File: src/rtl/core/dense_graph_mst_weight_core_assert.svh
// Assertion macros for the MST weight core.
`ifndef DENSE_GRAPH_MST_WEIGHT_CORE_ASSERT_SVH
`define DENSE_GRAPH_MST_WEIGHT_CORE_ASSERT_SVH
`ifndef SYNTHESIS
// antecedent implies consequent in the same cycle
`define DGMST_ASSERT_IMP(label, clk, rst_n, ante, cons) \
    label: assert property (@(posedge clk) disable iff (!rst_n) (ante) |-> (cons)) \
        else $error("dgmst: implication check failed");
// antecedent implies consequent in the next cycle
`define DGMST_ASSERT_NXT(label, clk, rst_n, ante, cons) \
    label: assert property (@(posedge clk) disable iff (!rst_n) (ante) |=> (cons)) \
        else $error("dgmst: next-cycle check failed");
`else
`define DGMST_ASSERT_IMP(label, clk, rst_n, ante, cons)
`define DGMST_ASSERT_NXT(label, clk, rst_n, ante, cons)
`endif
`endif

File: src/rtl/core/dgmst_pkg.sv
package dgmst_pkg;

    localparam int VERTEX_BITS    = 5;
    localparam int WEIGHT_IN_BITS = 16;
    localparam int TOTAL_BITS     = 21;
    localparam int CFG_BITS       = 6;

    localparam logic [CFG_BITS-1:0]   NUM_VERTICES_RESET = 6'd32;
    localparam logic [TOTAL_BITS-1:0] TOTAL_MAX          = '1;

    // request opcodes
    localparam logic [1:0] OP_ADD   = 2'd0;
    localparam logic [1:0] OP_RUN   = 2'd1;
    localparam logic [1:0] OP_CLEAR = 2'd2;

    typedef struct packed {
        logic [1:0]                op;
        logic [VERTEX_BITS-1:0]    vertex_a;
        logic [VERTEX_BITS-1:0]    vertex_b;
        logic [WEIGHT_IN_BITS-1:0] weight;
    } req_t;

    typedef struct packed {
        logic [TOTAL_BITS-1:0] total_weight;
        logic                  disconnected;
    } rsp_t;

    // broadcast commands from the sequencer to every cell
    typedef struct packed {
        logic init;   // start of a run: clear tree flag, reload key
        logic mark;   // the cell named by pick joins the tree
        logic relax;  // lower key from the row word read last cycle
    } cell_cmd_t;

    typedef enum logic [2:0] {
        ST_IDLE,
        ST_CLEAR,
        ST_SEARCH,
        ST_SELECT,
        ST_RELAX,
        ST_FINISH
    } state_t;

endpackage

File: src/rtl/core/dgmst_cell.sv
// One vertex: its tree flag, its key, its column of the weight matrix,
// and one stage of the minimum-search chain.
module dgmst_cell #(
    parameter int MAX_VERTICES = 32,
    parameter int WEIGHT_BITS  = 16,
    parameter int IDX          = 0
) (
    input  logic                              clk,
    input  logic                              rst_n,
    input  dgmst_pkg::cell_cmd_t              cmd,
    input  logic                              active,
    input  logic [$clog2(MAX_VERTICES)-1:0]   pick,
    input  logic                              wr_en,
    input  logic [$clog2(MAX_VERTICES)-1:0]   wr_addr,
    input  logic [WEIGHT_BITS-1:0]            wr_data,
    input  logic                              cand_found_in,
    input  logic [WEIGHT_BITS:0]              cand_key_in,
    input  logic [$clog2(MAX_VERTICES)-1:0]   cand_idx_in,
    output logic                              cand_found,
    output logic [WEIGHT_BITS:0]              cand_key,
    output logic [$clog2(MAX_VERTICES)-1:0]   cand_idx
);

    localparam int AW = $clog2(MAX_VERTICES);
    localparam int KW = WEIGHT_BITS + 1;
    localparam logic [AW-1:0] MY_IDX  = AW'(IDX);
    localparam logic [KW-1:0] KEY_INF = {1'b1, {WEIGHT_BITS{1'b0}}};

    logic [WEIGHT_BITS-1:0] mem [MAX_VERTICES];
    logic [WEIGHT_BITS-1:0] rd_data_reg;

    logic          in_tree_reg, in_tree_next;
    logic [KW-1:0] key_reg, key_next;

    logic          cand_found_reg, cand_found_next;
    logic [KW-1:0] cand_key_reg, cand_key_next;
    logic [AW-1:0] cand_idx_reg, cand_idx_next;

    logic eligible;
    logic take_own;
    logic relax_hit;

    // column storage: entry p holds weight(p, IDX)
    always_ff @(posedge clk)
    begin
        if (wr_en)
        begin
            mem[wr_addr] <= wr_data;
        end
        rd_data_reg <= mem[pick];
    end

    assign relax_hit = (rd_data_reg != '0) && !in_tree_reg
                       && ({1'b0, rd_data_reg} < key_reg);

    always_comb
    begin
        in_tree_next = in_tree_reg;
        key_next     = key_reg;
        priority if (cmd.init)
        begin
            in_tree_next = 1'b0;
            key_next     = (MY_IDX == '0) ? '0 : KEY_INF;
        end
        else if (cmd.mark && (pick == MY_IDX))
        begin
            in_tree_next = 1'b1;
        end
        else if (cmd.relax && relax_hit)
        begin
            key_next = {1'b0, rd_data_reg};
        end
    end

    // search stage: lower index upstream wins ties, so own key must be strictly smaller
    assign eligible = active && !in_tree_reg;
    assign take_own = eligible && (!cand_found_in || (key_reg < cand_key_in));

    always_comb
    begin
        if (take_own)
        begin
            cand_found_next = 1'b1;
            cand_key_next   = key_reg;
            cand_idx_next   = MY_IDX;
        end
        else
        begin
            cand_found_next = cand_found_in;
            cand_key_next   = cand_key_in;
            cand_idx_next   = cand_idx_in;
        end
    end

    always_ff @(posedge clk or negedge rst_n)
    begin
        if (!rst_n)
        begin
            in_tree_reg    <= 1'b0;
            key_reg        <= KEY_INF;
            cand_found_reg <= 1'b0;
        end
        else
        begin
            in_tree_reg    <= in_tree_next;
            key_reg        <= key_next;
            cand_found_reg <= cand_found_next;
        end
    end

    always_ff @(posedge clk)
    begin
        cand_key_reg <= cand_key_next;
        cand_idx_reg <= cand_idx_next;
    end

    assign cand_found = cand_found_reg;
    assign cand_key   = cand_key_reg;
    assign cand_idx   = cand_idx_reg;

endmodule

File: config.mk
export PLATFORM = sky130hd
export DESIGN_NAME = dgmst_cell
export DESIGN_NICKNAME = d
export VERILOG_FILES = /design/src/rtl/core/dense_graph_mst_weight_core_assert.svh /design/src/rtl/core/dgmst_pkg.sv /design/src/rtl/core/dgmst_cell.sv
export SDC_FILE = /design/constraint.sdc
export NUM_CORES = 1
export LEC_CHECK = 0
export BUFFER_PORTS_ARGS = -buffer_cell sky130_fd_sc_hd__clkbuf_2
export CAP_MARGIN = 20
export CORE_UTILIZATION = 42
export CTS_BUF_LIST = sky130_fd_sc_hd__clkbuf_2
export DETAILED_ROUTE_END_ITERATION = 12
export PLACE_DENSITY = 0.6
export SETUP_SLACK_MARGIN = 0.4
export SLEW_MARGIN = 30
export SYNTH_ARGS = -nofsm -noshare
export SYNTH_HDL_FRONTEND = slang
export SYNTH_SLANG_ARGS = --single-unit
File: constraint.sdc
create_clock -name clk -period 5.25 [get_ports clk]
set_input_delay 0.7875 -clock clk [delete_from_list [all_inputs] [get_ports clk]]
set_output_delay 0.7875 -clock clk [all_outputs]
set_load 0.01 [all_outputs]
==> reports/metrics.csv <==
metric,value,unit
fin_crit_sh,57.0,%
worst_slack,2.26,ns
cts_root_buf,clkbuf_2,
cts_tree,done,
crit_buf_inv,1,
synth_cells,1069,
reg2reg_slack,2.26,ns
clkPwrFrac,34.6,%
first_pass_iters,5,
cp_max_fo,17,
power.density,342,mW/mm2
slew_headroom,41.7,%
synth.area.top_cells,"edfxtp_1, mux4_2, dfxtp_1",
yosysMostFrequentCell,edfxtp_1,
grt_overflow,0,
fmax,0.334,GHz
finClkSkew,0.0678,ns
dieArea,0.0539,mm2
final-hold-violation-count,0,
fillers,4300,
gr-usage-all-layers,19.7,%
period_needed,2.99,ns
clock_latency,1.28,ns
power_switching,2.17,mW
crit_family,compound AO/OA/AOI/OAI gates,
drc,0,
r2r_start,rd_data_reg[8],
yosys.area.top_type_share,69.1,%
port_buffers,78,
placed_cells,1821,
postCtsSetupBuffers,0,
cp_data_required_time,6.45,ns
synthFlopType,edfxtp_1,
place_ws,1.97,ns
seq_area_frac_synth,74.7,%
rows,83,
switching_share,24.9,%
wire_per_inst,23.7,um
viasPerCell,5.32,
postPlaceCellArea,0.0237,mm2
slew_viol_final,0,
routed_wl,50500,um
drt_iter0_markers,808,
gp_congestion,0.753,
synth_nets,1156,
tightestPinTransition,0.874,ns
rsz0062_at_grt,false,
cp_cell_sequence,ha_1 -> nand4_1 -> nor2_1 -> a2111oi_0 -> nand3_1 -> a21oi_4 -> nor3b_1 -> dlygate4sd3_1,
dieHeight,232,um
power_frac_comb,7.1,%
grt_pass1_vias,11900,
seqPwrFrac,58.2,%
cts_inserted_buffers,143,
status,"finished, final reports clean",
crit_arrival,4.20,ns
num_vias,11300,
synth_area,0.0222,mm2
finalSetupTns,0,ns
area_growth,14.8,%
setup.worst_path.class,register to register,
grt_pass1_wl,74900,um
async_flop_share,3.34,%
finalInstanceArea,0.0255,mm2
dpl.hpwl,28600,um
start_util,42.9,%
antenna_found_initial,2,
htree_levels,4,
cap_violations,0,
synth_edf_count,512,
register_area,0.0166,mm2
p_int,6.55,mW
hold_path_end,cand_key[7],
min_from,active,
ios,79,
fin_cells,2134,
ant_nets,0,
synth_warnings,0,
r2r_cells,8,
peakVddDrop,0.000174,V
die_x,232,um
p_leak,8.92,nW
clock_path_buffers,3,
largest_register_ffs,512,
start_kind,register,
synth_common_cells,"edfxtp_1, mux4_2, nand2_1",
synth-seq-cells,569,
slowest_delay,0.62,ns
grt_max_degree,89,
min_path_cells,4,
multiInputGateArea,0.00537,mm2
syn-mean-instance-area,20.8,um2
crit_path_end_kind,register,
cts_num_sinks,569,
core-area,0.0518,mm2
synth_top_area_cell,edfxtp_1,
nNetsFinal,1421,
critical_path.slowest_cell,a21oi_4,
path_clk_slew,0.10,ns
synth.distinct_cells,42,
finalSetupViolations,0,
drive_gt1_share,38.6,%
r2r_end,key_reg[16],
holdCritPathClass,input port to register,
-- power groups by stage --
| stage | logic (mW) | registers, mW | clock network (mW) |
|---|---|---|---|
| after global placement | 0.592 | 5.18 | 0 |
| final | 0.622 | 5.08 | 3.02 |
| after detailed placement | 0.603 | 5.19 | 0 |
| after CTS | 0.632 | 5.08 | 3.13 |
| after floorplan | 0.372 | 5.17 | 0 |
| after global routing | 0.686 | 5.09 | 3.35 |
-- cell families (layout without fill, tap and decap cells) --
| kind of cell | count (synthesis) | in the layout | share of synthesized area (%) |
|---|---|---|---|
| flops | 569 | 569 | 74.7 |
| mux | 193 | 193 | 17.7 |
| simple gates | 164 | 164 | 3.45 |
| buf+inv | 84 | 465 | 1.60 |
| fa+ha+maj | 31 | 31 | 1.74 |
| compound gates | 28 | 28 | 0.832 |
| other cells | 0 | 4 | 0 |
-- worst max path at each step --
| stage | startpoint | cells past startpoint | end | slack (ns) |
|---|---|---|---|---|
| final | rd_data_reg[8] | 8 | key_reg[16] | 2.26 |
| after global routing | rd_data_reg[4] | 8 | key_reg[16] | 2.05 |
| after CTS | rd_data_reg[8] | 8 | key_reg[16] | 2.24 |
| after detailed placement | pick[0] | 6 | rd_data_reg[12] | 1.97 |
| after global placement | cand_key_in[2] | 10 | cand_key[16] | 1.98 |
| after floorplan | cand_key_in[2] | 9 | cand_key[11] | 2.71 |
-- metal layers --
layer | part of all wire (%) | track usage (%)
met1 | 43 | 26.4
met2 | 48 | 30.7
met3 | 6.4 | 4.63
met4 | 2.3 | 9.00
met5 | 0 | 0
-- area by class of cell --
class                           instances  share of cell area [%]
Clock buffer                          229                    4.49
Inverter                               38                   0.559
Tap cell                              680                    3.33
Clock inverter                         32                   0.750
Timing Repair Buffer                  166                    4.72
Sequential cell                       569                    65.1
Multi-Input combinational cell        416                    21.0
Antenna cell                            4                  0.0392
-- metrics by stage --
stage,hold slack (ns),power [mW],util (%)
global route,0.144,9.13,49.3
detailed placement,0.491,5.79,45.7
global placement,0.494,5.77,45.7
finish,0.170,8.72,49.3
floorplan,0.454,5.54,-
CTS,0.00157,8.85,49.3
-- repair_timing --
| item | in CTS | in global routing |
|---|---|---|
| gates resized for setup | 0 | 0 |
| endpoints found under the hold margin | 345 | 0 |
| hold buffers | 48 | 0 |
-- placed cells by master (no fill, tap or decap), types with 32 or more instances in the layout --
| cell | Yosys | layout |
|---|---|---|
| edfxtp_1 | 512 | 512 |
| dlygate4sd3_1 | 0 | 47 |
| nor2_2 | 0 | 32 |
| dfxtp_1 | 38 | 38 |
| mux4_2 | 160 | 160 |
| inv_1 | 37 | 37 |
| nand2b_1 | 35 | 35 |
| buf_4 | 1 | 38 |
| clkbuf_2 | 1 | 305 |
| nand2_1 | 58 | 58 |
-- worst register-to-register path, delay by kind of cell, from the launching register on --
family	cells	cell delay, ns
AO/OA/AOI/OAI	2	1.00
adder cells (fa/ha/maj)	1	0.33
buffers and inverters	1	0.59
flip-flops	1	0.55
AND/OR/NAND/NOR	4	0.48
No activity file was read; power rests on OpenSTA's default activity.
